### config.mk
export PLATFORM = sky130hd
export DESIGN_NAME = float32_to_pcm16_converter_flat
export DESIGN_NICKNAME = d
export VERILOG_FILES = /design/src/f2p_pkg.sv /design/src/f2p_if.sv /design/src/f2p_mul.sv /design/src/f2p_round.sv /design/src/float32_to_pcm16_converter.sv /design/src/flat_wrapper.sv
export SDC_FILE = /design/constraint.sdc
export NUM_CORES = 1
export LEC_CHECK = 0
export BUFFER_PORTS_ARGS = -buffer_cell sky130_fd_sc_hd__buf_4
export CAP_MARGIN = 10
export CELL_PAD_IN_SITES_DETAIL_PLACEMENT = 0
export CELL_PAD_IN_SITES_GLOBAL_PLACEMENT = 1
export CORE_ASPECT_RATIO = 0.5
export CORE_MARGIN = 3
export CORE_UTILIZATION = 46
export DETAILED_ROUTE_END_ITERATION = 8
export MAX_ROUTING_LAYER = met4
export PLACE_DENSITY_LB_ADDON = 0.1
export SKIP_LAST_GASP = 1
export SYNTH_ARGS = -nofsm -noshare
export SYNTH_HDL_FRONTEND = slang
export SYNTH_SLANG_ARGS = --single-unit
### constraint.sdc
create_clock -name clk_i -period 11.2 [get_ports clk_i]
set_clock_uncertainty 0.05 [all_clocks]
set_input_delay 0.56 -clock clk_i [delete_from_list [all_inputs] [get_ports clk_i]]
set_output_delay 0.56 -clock clk_i [all_outputs]
set_load 0.1 [all_outputs]
### src/f2p_pkg.sv
// Shared types and constants for the float32 to PCM16 converter.
package f2p_pkg;

  localparam int unsigned FloatW = 32;
  localparam int unsigned PcmW   = 16;
  localparam int unsigned ProdW  = 39;

  localparam logic [14:0] PcmGain = 15'd32767;
  localparam logic [16:0] MagMax  = 17'd32767;
  localparam logic [16:0] MagMin  = 17'd32768;
  localparam logic signed [PcmW-1:0] PcmMax = 16'sh7fff;
  localparam logic signed [PcmW-1:0] PcmMin = 16'sh8000;

  localparam logic [7:0] ExpSpecial = 8'hff;
  localparam logic [7:0] ExpDenorm  = 8'h00;

  typedef struct packed {
    logic             sign;
    logic             nan;
    logic             inf;
    logic             denorm;
    logic [7:0]       expo;
    logic [ProdW-1:0] prod;
    logic             last;
  } prod_t;

endpackage

### src/f2p_if.sv
// Stream interfaces for float input beats and PCM output beats.
interface f2p_in_if;
  logic        valid;
  logic        ready;
  logic [31:0] float_bits;
  logic        last_in;
  modport source (output valid, output float_bits, output last_in, input ready);
  modport sink   (input valid, input float_bits, input last_in, output ready);
endinterface

interface f2p_out_if;
  logic               valid;
  logic               ready;
  logic signed [15:0] pcm_sample;
  logic               last_out;
  modport source (output valid, output pcm_sample, output last_out, input ready);
  modport sink   (input valid, input pcm_sample, input last_out, output ready);
endinterface

### src/f2p_mul.sv
// Unpack the float and form the exact mantissa times gain product.
module f2p_mul (
  input  logic                   clk_i,
  input  logic [31:0]            float_bits_i,
  input  logic                   last_i,
  output f2p_pkg::prod_t         prod_o
);
  import f2p_pkg::*;

  logic [7:0]  expo;
  logic [22:0] frac;
  logic [23:0] mant;

  assign expo = float_bits_i[30:23];
  assign frac = float_bits_i[22:0];
  assign mant = {1'b1, frac};

  always_comb begin
    prod_o.sign   = float_bits_i[31];
    prod_o.nan    = (expo == ExpSpecial) && (frac != '0);
    prod_o.inf    = (expo == ExpSpecial) && (frac == '0);
    prod_o.denorm = (expo == ExpDenorm);
    prod_o.expo   = expo;
    prod_o.prod   = ProdW'(mant) * ProdW'(PcmGain);
    prod_o.last   = last_i;
  end
endmodule

### src/f2p_round.sv
// Round product to single precision, then saturate and round to integer.
module f2p_round (
  input  logic                        clk_i,
  input  logic                        en_i,
  input  f2p_pkg::prod_t              prod_i,
  output logic signed [15:0]          pcm_o,
  output logic                        last_o
);
  import f2p_pkg::*;

  logic               top;
  logic [23:0]        keep;
  logic               half;
  logic               sticky;
  logic               up;
  logic [24:0]        rnd;
  logic signed [9:0]  sh;
  logic               sat;
  logic               zero;
  logic [4:0]         sh_m1;
  logic [24:0]        rs;
  logic [16:0]        mag;
  logic signed [15:0] pcm_d, pcm_q;
  logic               last_q;

  always_comb begin
    top    = prod_i.prod[38];
    keep   = top ? prod_i.prod[38:15] : prod_i.prod[37:14];
    half   = top ? prod_i.prod[14] : prod_i.prod[13];
    sticky = top ? (|prod_i.prod[13:0]) : (|prod_i.prod[12:0]);
    up     = half && (sticky || keep[0]);
    rnd    = {1'b0, keep} + 25'(up);
    sh     = $signed({2'b00, (top ? 8'd135 : 8'd136)}) - $signed({2'b00, prod_i.expo});
    sat    = prod_i.inf || (sh < 10'sd9);
    zero   = prod_i.nan || prod_i.denorm || (sh > 10'sd25);
    sh_m1  = sh[4:0] - 5'd1;
    rs     = rnd >> sh_m1;
    mag    = {1'b0, rs[16:1]} + 17'(rs[0]);
    if (zero) begin
      pcm_d = '0;
    end else if (!prod_i.sign) begin
      pcm_d = (sat || (mag > MagMax)) ? PcmMax : $signed(mag[15:0]);
    end else begin
      pcm_d = (sat || (mag > MagMin)) ? PcmMin : $signed(16'(-mag));
    end
  end

  always_ff @(posedge clk_i) begin
    if (en_i) begin
      pcm_q  <= pcm_d;
      last_q <= prod_i.last;
    end
  end

  assign pcm_o  = pcm_q;
  assign last_o = last_q;
endmodule

### src/float32_to_pcm16_converter.sv
// Float32 to PCM16 converter top level.
// Converts one IEEE-754 single sample per beat to a saturated signed 16-bit PCM
// sample (x * 32767, rounded to single, then rounded half away from zero; NaN
// gives 0). Throughput is one beat per cycle unless the output stalls; each beat
// passes an input register and the output register, with the 24x15 product and
// all rounding in between. The whole pipeline holds while the output beat is not taken.
module float32_to_pcm16_converter (
  input  logic  clk_i,
  input  logic  rst_ni,
  f2p_in_if.sink    in_i,
  f2p_out_if.source out_o
);
  import f2p_pkg::*;

  logic        en;
  logic [1:0]  vld_q;
  logic [31:0] bits_q;
  logic        last_q;
  prod_t       prod;

  assign en         = !(vld_q[1] && !out_o.ready);
  assign in_i.ready = en;

  always_ff @(posedge clk_i or negedge rst_ni) begin
    if (!rst_ni) begin
      vld_q <= '0;
    end else if (en) begin
      vld_q <= {vld_q[0], in_i.valid};
    end
  end

  always_ff @(posedge clk_i) begin
    if (en) begin
      bits_q <= in_i.float_bits;
      last_q <= in_i.last_in;
    end
  end

  f2p_mul u_mul (
    .clk_i        (clk_i),
    .float_bits_i (bits_q),
    .last_i       (last_q),
    .prod_o       (prod)
  );

  f2p_round u_round (
    .clk_i  (clk_i),
    .en_i   (en),
    .prod_i (prod),
    .pcm_o  (out_o.pcm_sample),
    .last_o (out_o.last_out)
  );

  assign out_o.valid = vld_q[1];
endmodule

### src/flat_wrapper.sv
// flat-port wrapper written by rule: the top's interface ports become plain ports
module float32_to_pcm16_converter_flat import f2p_pkg::*;
  (clk_i, rst_ni, in_i_valid, in_i_float_bits, in_i_last_in, in_i_ready, out_o_valid, out_o_pcm_sample, out_o_last_out, out_o_ready);
  f2p_in_if in_i_i ();
  f2p_out_if out_o_i ();
  input  logic clk_i;
  input  logic rst_ni;
  input wire logic [$bits(in_i_i.valid)-1:0] in_i_valid;
  input wire logic [$bits(in_i_i.float_bits)-1:0] in_i_float_bits;
  input wire logic [$bits(in_i_i.last_in)-1:0] in_i_last_in;
  output wire logic [$bits(in_i_i.ready)-1:0] in_i_ready;
  output wire logic [$bits(out_o_i.valid)-1:0] out_o_valid;
  output wire logic [$bits(out_o_i.pcm_sample)-1:0] out_o_pcm_sample;
  output wire logic [$bits(out_o_i.last_out)-1:0] out_o_last_out;
  input wire logic [$bits(out_o_i.ready)-1:0] out_o_ready;
  assign in_i_i.valid = in_i_valid;
  assign in_i_i.float_bits = in_i_float_bits;
  assign in_i_i.last_in = in_i_last_in;
  assign in_i_ready = in_i_i.ready;
  assign out_o_valid = out_o_i.valid;
  assign out_o_pcm_sample = out_o_i.pcm_sample;
  assign out_o_last_out = out_o_i.last_out;
  assign out_o_i.ready = out_o_ready;
  float32_to_pcm16_converter u_core (.clk_i(clk_i), .rst_ni(rst_ni), .in_i(in_i_i), .out_o(out_o_i));
endmodule
## After elaboration in Yosys (flattened, before gate mapping)

Cells that the tools add are included.

| operators by class | value |
|---|---|
| shifts and indexed selects | 1 |
| muxes and demuxes | 7 |
| reductions and logical operators | 17 |
| add/sub/neg operators | 5 |
| magnitude comparators | 4 |
| $mul | 1 |
| eq/ne operators | 1 |

Operators by type and width:

| kind | number |
|---|---|
| $mux W16 | 3 |
| $mul A24 B15 Y39 const B | 1 |
| $add A24 B1 Y25 | 1 |
| $shr A25 B5 Y17 | 1 |
| $mux W24 | 1 |
| $logic_not A23 Y1 | 1 |
| $reduce_bool A23 Y1 | 1 |
| $add A16 B1 Y17 | 1 |
| $gt A17 B15 Y1 const B | 1 |
| $gt A17 B16 Y1 const B | 1 |
| $neg A16 Y16 | 1 |
| $reduce_or A14 Y1 | 1 |
| $reduce_or A13 Y1 | 1 |
| $gt A9 B6 Y1 const B | 1 |
| $lt A9 B5 Y1 const B | 1 |
| $sub A8 B8 Y9 | 1 |
| $eq A8 B8 Y1 const B | 1 |
| $logic_not A8 Y1 | 1 |
| $logic_or A1 B1 Y1 | 6 |
| $sub A5 B1 Y5 const B | 1 |
| $logic_and A1 B1 Y1 | 4 |
| $mux W4 | 1 |
| $logic_not A1 Y1 | 2 |
| $mux W1 | 2 |

| word-level totals | value |
|---|---|
| output and inout bits | 19 |
| flip-flop bits (word level) | 52 |
| input port bits | 37 |
| word-level logic and storage cells | 41 |

## Longest topological paths before layout

| logic depth | value |
|---|---|
| depth in word-level cells | 12 |
| depth in mapped cells | 47 |
| depth with buffers taken out | 42 |

## Hierarchy

From an unflattened synthesis, not the netlist that was laid out.

| unflattened totals | value |
|---|---|
| cell total of the unflattened synthesis | 1526 |
| area total of the unflattened synthesis | 13640.6 sq um |

Modules (own cells, without submodules):

| module | area an instance (sq um) | cells an instance | seq. area each (sq um) | times used |
|---|---|---|---|---|
| f2p_mul | 7273.2 | 773 | 0.0 | 1 |
| f2p_round | 5283.8 | 714 | 510.5 | 1 |
| float32_to_pcm16_converter | 1083.5 | 39 | 1041.0 | 1 |

## Worst setup path before layout

No wires, ideal clock.

| timing path | value |
|---|---|
| kind | reg-to-reg |
| start | reg u_core.bits_q[12] |
| end | reg u_core.u_round.pcm_q[13], in the netlist u_core.u_round.pcm_o[13] (data pin) |
| arrival time | 11248 ps |
| buffers on the path | 6 |
| period minus slack after synthesis | 11573 ps |
| slack | -373 ps |
| stages on the path, launching flop included | 46 |
| data required time | 10875 ps |
| library setup time | 275 ps |
| cell sequence | edfxtp_1 -> inv_1 -> fa_1 -> inv_1 -> fa_1 -> inv_1 -> fa_1 -> inv_1 -> fa_1 -> fa_1 -> inv_1 -> fa_1 -> inv_1 -> ha_1 -> buf_2 -> nand4_4 -> nor3_2 -> or3b_1 -> [... 10 more ...] -> nand3_1 -> or3_1 -> or4_4 -> nor4_2 -> o31ai_1 -> a21boi_0 -> mux4_2 -> a22o_1 -> ha_1 -> and2_1 -> clkbuf_1 -> nand2_1 -> mux2_2 -> a21oi_1 -> nor4_1 -> a221oi_1 -> buf_2 -> a221oi_1 |

| between the ends | value |
|---|---|
| longest elaborated chain between the ends | 12 |
| elaborated cells between the ends (all ways) | 31 |
| those cells by class | add/sub: 5; mul: 1; order compare: 4; shift: 1; mux: 7; reduce/logical: 13 |

Ends and longest elaborated chain:

| element | RTL line | RTL |
|---|---|---|
| from (decl) | float32_to_pcm16_converter.sv:17 | `logic [31:0] bits_q;` |
| from (signal assigned) | float32_to_pcm16_converter.sv:34 | `bits_q <= in_i.float_bits;` |
| $mul A24 B15 Y39 | f2p_mul.sv:24 | `prod_o.prod = ProdW'(mant) * ProdW'(PcmGain);` |
| $reduce_or A14 Y1 or $reduce_or A13 Y1 (tied branches) | f2p_round.sv:30 | `sticky = top ? (\|prod_i.prod[13:0]) : (\|prod_i.prod[12:0]);` |
| $mux W1 | f2p_round.sv:30 |  |
| $logic_or A1 B1 Y1 | f2p_round.sv:31 | `up = half && (sticky \|\| keep[0]);` |
| $logic_and A1 B1 Y1 | f2p_round.sv:31 |  |
| $add A24 B1 Y25 | f2p_round.sv:32 | `rnd = {1'b0, keep} + 25'(up);` |
| $shr A25 B5 Y17 | f2p_round.sv:37 | `rs = rnd >> sh_m1;` |
| $add A16 B1 Y17 | f2p_round.sv:38 | `mag = {1'b0, rs[16:1]} + 17'(rs[0]);` |
| $gt A17 B15 Y1 or $gt A17 B16 Y1 (tied branches) | f2p_round.sv:42, f2p_round.sv:44 |  |
| $logic_or A1 B1 Y1, on equally long branches | f2p_round.sv:42, f2p_round.sv:44 |  |
| $mux W16, on equally long branches | f2p_round.sv:42, f2p_round.sv:44 |  |
| $mux W16 | f2p_round.sv:41 | `end else if (!prod_i.sign) begin` |
| to (signal assigned) | f2p_round.sv:50 | `pcm_q <= pcm_d;` |
| to (decl) | f2p_round.sv:23 | `logic signed [15:0] pcm_d, pcm_q;` |

Parallel ways exist; a longest one is shown, timed or not.
A chain may end at the register's enable or synchronous reset.

## Final worst setup path

| timing path | value |
|---|---|
| start | reg u_core.bits_q[18] |
| end | reg u_core.u_round.pcm_q[15], in the netlist u_core.u_round.pcm_o[15] (data pin) |

| between the ends | value |
|---|---|
| longest elaborated chain between the ends | 11 |
| elaborated cells between the ends (all ways) | 29 |
| those cells by class | add/sub: 5; mul: 1; order compare: 4; shift: 1; mux: 7; reduce/logical: 11 |

Ends and longest elaborated chain:

| element |
|---|
| branches (longest 11 deep; another with $mul A24 B15 Y39) |

Several ways; the timed one is not identified.

==> summary.txt <==
Clock network
  – CTS sink count: 52
  – CTS clk-pin slew, worst paths: 80 ps
  – CTS Buffer Depth: 2
  – Num CTS Buffers: 5
  – Max H-tree Level: 2
  – TritonCTS clock tree: built
  – Worst-skew pair later-pin latency: 320 ps
  – Root buf cell: clkbuf_16

Routing
  – Final WL: 49420 um
  – Post-DR wirelength/cell: 21.39 um
  – DRC viols: 0
  – Routed vias: 13480
  – Starting DRT DRC Count: 1179
  – Vias per inst: 5.832
  – Drt pass-1 iters: 6
  – Post-DRT Antenna Nets: 0

Yosys
  – Cell Area, Synth: 14410 sq um
  – Post-synth net total: 1966
  – Syn Area/Cell: 8.746 sq um
  – Dominant synthesized flop cell: edfxtp_1
  – Ys async rst share: 3.846%
  – Synth Register Bits: 52
  – Post-synth cell types: 116
  – Ys Warns: 0
  – Register area share after synthesis: 10.77%
  – Synth Instances: 1647
  – Post-synth EDFFs: 50

Global routing
  – Antenna violations before repair: 0
  – Global-route wire length before repair: 76690 um
  – Vias in the first global route: 13430
  – GRT Total Usage: 29.41%
  – Overflow after GRT: 0
  – Largest net degree at the start of global routing: 54

Setup path
  – RR Startpoint: u_core.bits_q[18]
  – Crit path DAT: 11110 ps
  – Crit. End Element: register
  – CP startpoint: u_core.bits_q[18]
  – Worst setup SP type: register
  – CP Class: register to register
  – Critical Path RT: 11200 ps
  – Max FO, Critical Path: 4
  – Slowest cell on the critical path: fa_1
  – Max incr delay on CP: 580 ps
  – Worst path most repeated cell: fa_1

Status
  – Status: finished, final reports clean

Timing
  – Tmin final: 11110 ps
  – Final setup vio count: 0
  – Slew headroom: 26.50%
  – Fmax: 90.01 MHz
  – Hold WS: 361.8 ps
  – Tightest Pin Transition: 1095 ps
  – RSZ-0062 raised after global routing: yes
  – Fin crit share: 99.19%
  – Final hold violation count: 0
  – Final Max Slew Viols: 0

Floorplanning
  – Die Y-Extent: 131.1 um
  – Die area: 33600 sq um
  – Core area: 30570 sq um
  – I/O pins: 56
  – Number of placement rows: 45
  – Overall die width: 256.3 um
  – Initial Util: 47.12%

Worst hold path
  – Hold Path Class: input pin to register
  – Worst min-delay path startpoint: in_i_float_bits[2]

Placement
  – IO buf count: 55
  – Hpwl dp: 40930 um
  – GPL Wtd Cong: 0.9636

Finish
  – Nets: 2206
  – Leading cell type in the layout, fill and taps excluded: buf_4
  – Antenna diodes: 0
  – Most frequent cells in the layout: buf_4, inv_1, fa_1
  – Layout cells sized above 1: 28.71%
  – Area grow syn2layout: 24.39%

Run
  – Max cap viols: 0
## flip-flops by register name, summed over array words and instances (netlist names)
| signal | flops |
|---|---|
| u_core.bits_q | 32 |
| u_core.u_round.pcm_o | 16 |
| u_core.vld_q | 2 |
| u_core.last_q | 1 |
| u_core.u_round.last_o | 1 |
## worst paths after layout
| kind | to | slack (ps) | cells after the start |
|---|---|---|---|
| max in group asynchronous | u_core.vld_q[0] | 10500 | 2 |
| min in group asynchronous | u_core.vld_q[1] | 520 | 2 |
| hold / removal | u_core.bits_q[2] | 360 | 1 |
| hold reg to reg | u_core.u_round.last_o | 390 | 0 |
| setup / recovery | u_core.u_round.pcm_o[15] | 90 | 43 |
| setup reg to reg | u_core.u_round.pcm_o[15] | 90 | 43 |
## cells in the mapped netlist, types with 6 or more instances
cell type  instances  share of area, %
inv_1            265               6.9
fa_1             173                24
nand2_1          111               2.9
ha_1             109               9.5
nor2_1           107               2.8
a21oi_1           74               2.6
xnor2_1           58               3.5
o21ai_0           53               1.8
edfxtp_1          50                10
nor3_1            48               1.7
nand3_1           31               1.1
nand4_1           28               1.2
a211oi_1          25               1.3
buf_2             25              0.87
and3_1            23               1.0
a31oi_1           20              0.87
clkbuf_1          20              0.52
mux2i_1           20               1.4
xor2_1            20               1.2
a21o_1            18              0.94
nor4_1            17              0.74
o211ai_1          17              0.89
or3_1             17              0.74
o21a_1            14              0.73
and2_1            13              0.56
o21ai_1           13              0.45
a211oi_2          10              0.87
a22oi_1            9              0.47
and4_1             9              0.55
mux2_2             9              0.70
or2_2              9              0.39
or4_1              9              0.47
a311oi_2           8              0.83
o211a_1            8              0.56
a221oi_1           7              0.43
a22o_1             7              0.43
o31ai_1            7              0.36
a21oi_2            6              0.36
a31o_2             6              0.36
nand2b_1           6              0.26
## critical path, delay by kind of cell (launching register included)
family | cells | cell delay, ps
adder cells (fa/ha/maj) | 10 | 4060
AND/OR/NAND/NOR | 12 | 2440
AO/OA/AOI/OAI | 5 | 1100
flip-flops | 1 | 500
XOR/XNOR | 3 | 790
buffers and inverters | 10 | 1100
multiplexers | 3 | 740
## routing by layer
| metal | wire length [um] | track usage, % |
|---|---|---|
| met3 | 2571 | 3.851 |
| met2 | 22350 | 44.83 |
| met4 | 960 | 4.994 |
| met5 | 0 | - |
| met1 | 23540 | 42.56 |
## cells by family (layout without fill, tap and decap cells)
| family | after synthesis | after routing | share of synthesized area [%] |
|---|---|---|---|
| compound gates | 402 | 402 | 21.56 |
| xor+xnor | 83 | 84 | 5.394 |
| mux | 30 | 30 | 2.250 |
| fa+ha+maj | 282 | 282 | 33.51 |
| flops | 52 | 52 | 10.77 |
| simple gates | 476 | 476 | 17.73 |
| buf+inv | 322 | 562 | 8.790 |
## stage by stage
| stage | setup TNS [ps] | instance area [sq um] | worst slack [ps] | utilization (%) | cells |
|---|---|---|---|---|---|
| 2_1_floorplan | 0 | 14430 | 27.56 | - | 1647 |
| 3_3_place_gp | -1560 | 16560 | -152.1 | 54.16 | 2260 |
| 3_5_place_dp | -2551 | 16560 | -263.0 | 54.16 | 2260 |
| 4_1_cts | -21.63 | 16890 | -21.63 | 55.25 | 2273 |
| 5_1_grt | -1274 | 17920 | -174.3 | 58.61 | 2311 |
| 6_report | 0 | 17920 | 90.61 | 58.61 | 2311 |
## timing repair
action / CTS / global route
cloned: 0 / 1
endpoints found under the hold margin: 2 / 0
pin swaps: 6 / 91
setup endpoints to repair: 16 / 16
resized for setup: 25 / 155
buffers inserted: 4 / 38
hold buffers: 1 / 0
## area by class of cell
cell class | instances | area, sq um
clock inverter | 3 | 46.29
inverter | 266 | 998.5
multi-input combinational | 1274 | 12460
fill | 2762 | 12650
timing repair buffer | 288 | 2211
tap | 423 | 529.3
sequential | 52 | 1551
clock buffer | 5 | 125.1
Power is left out: the tool's default activity adds up to more than one toggle a clock period on the data nets, which glitch-free logic cannot reach.
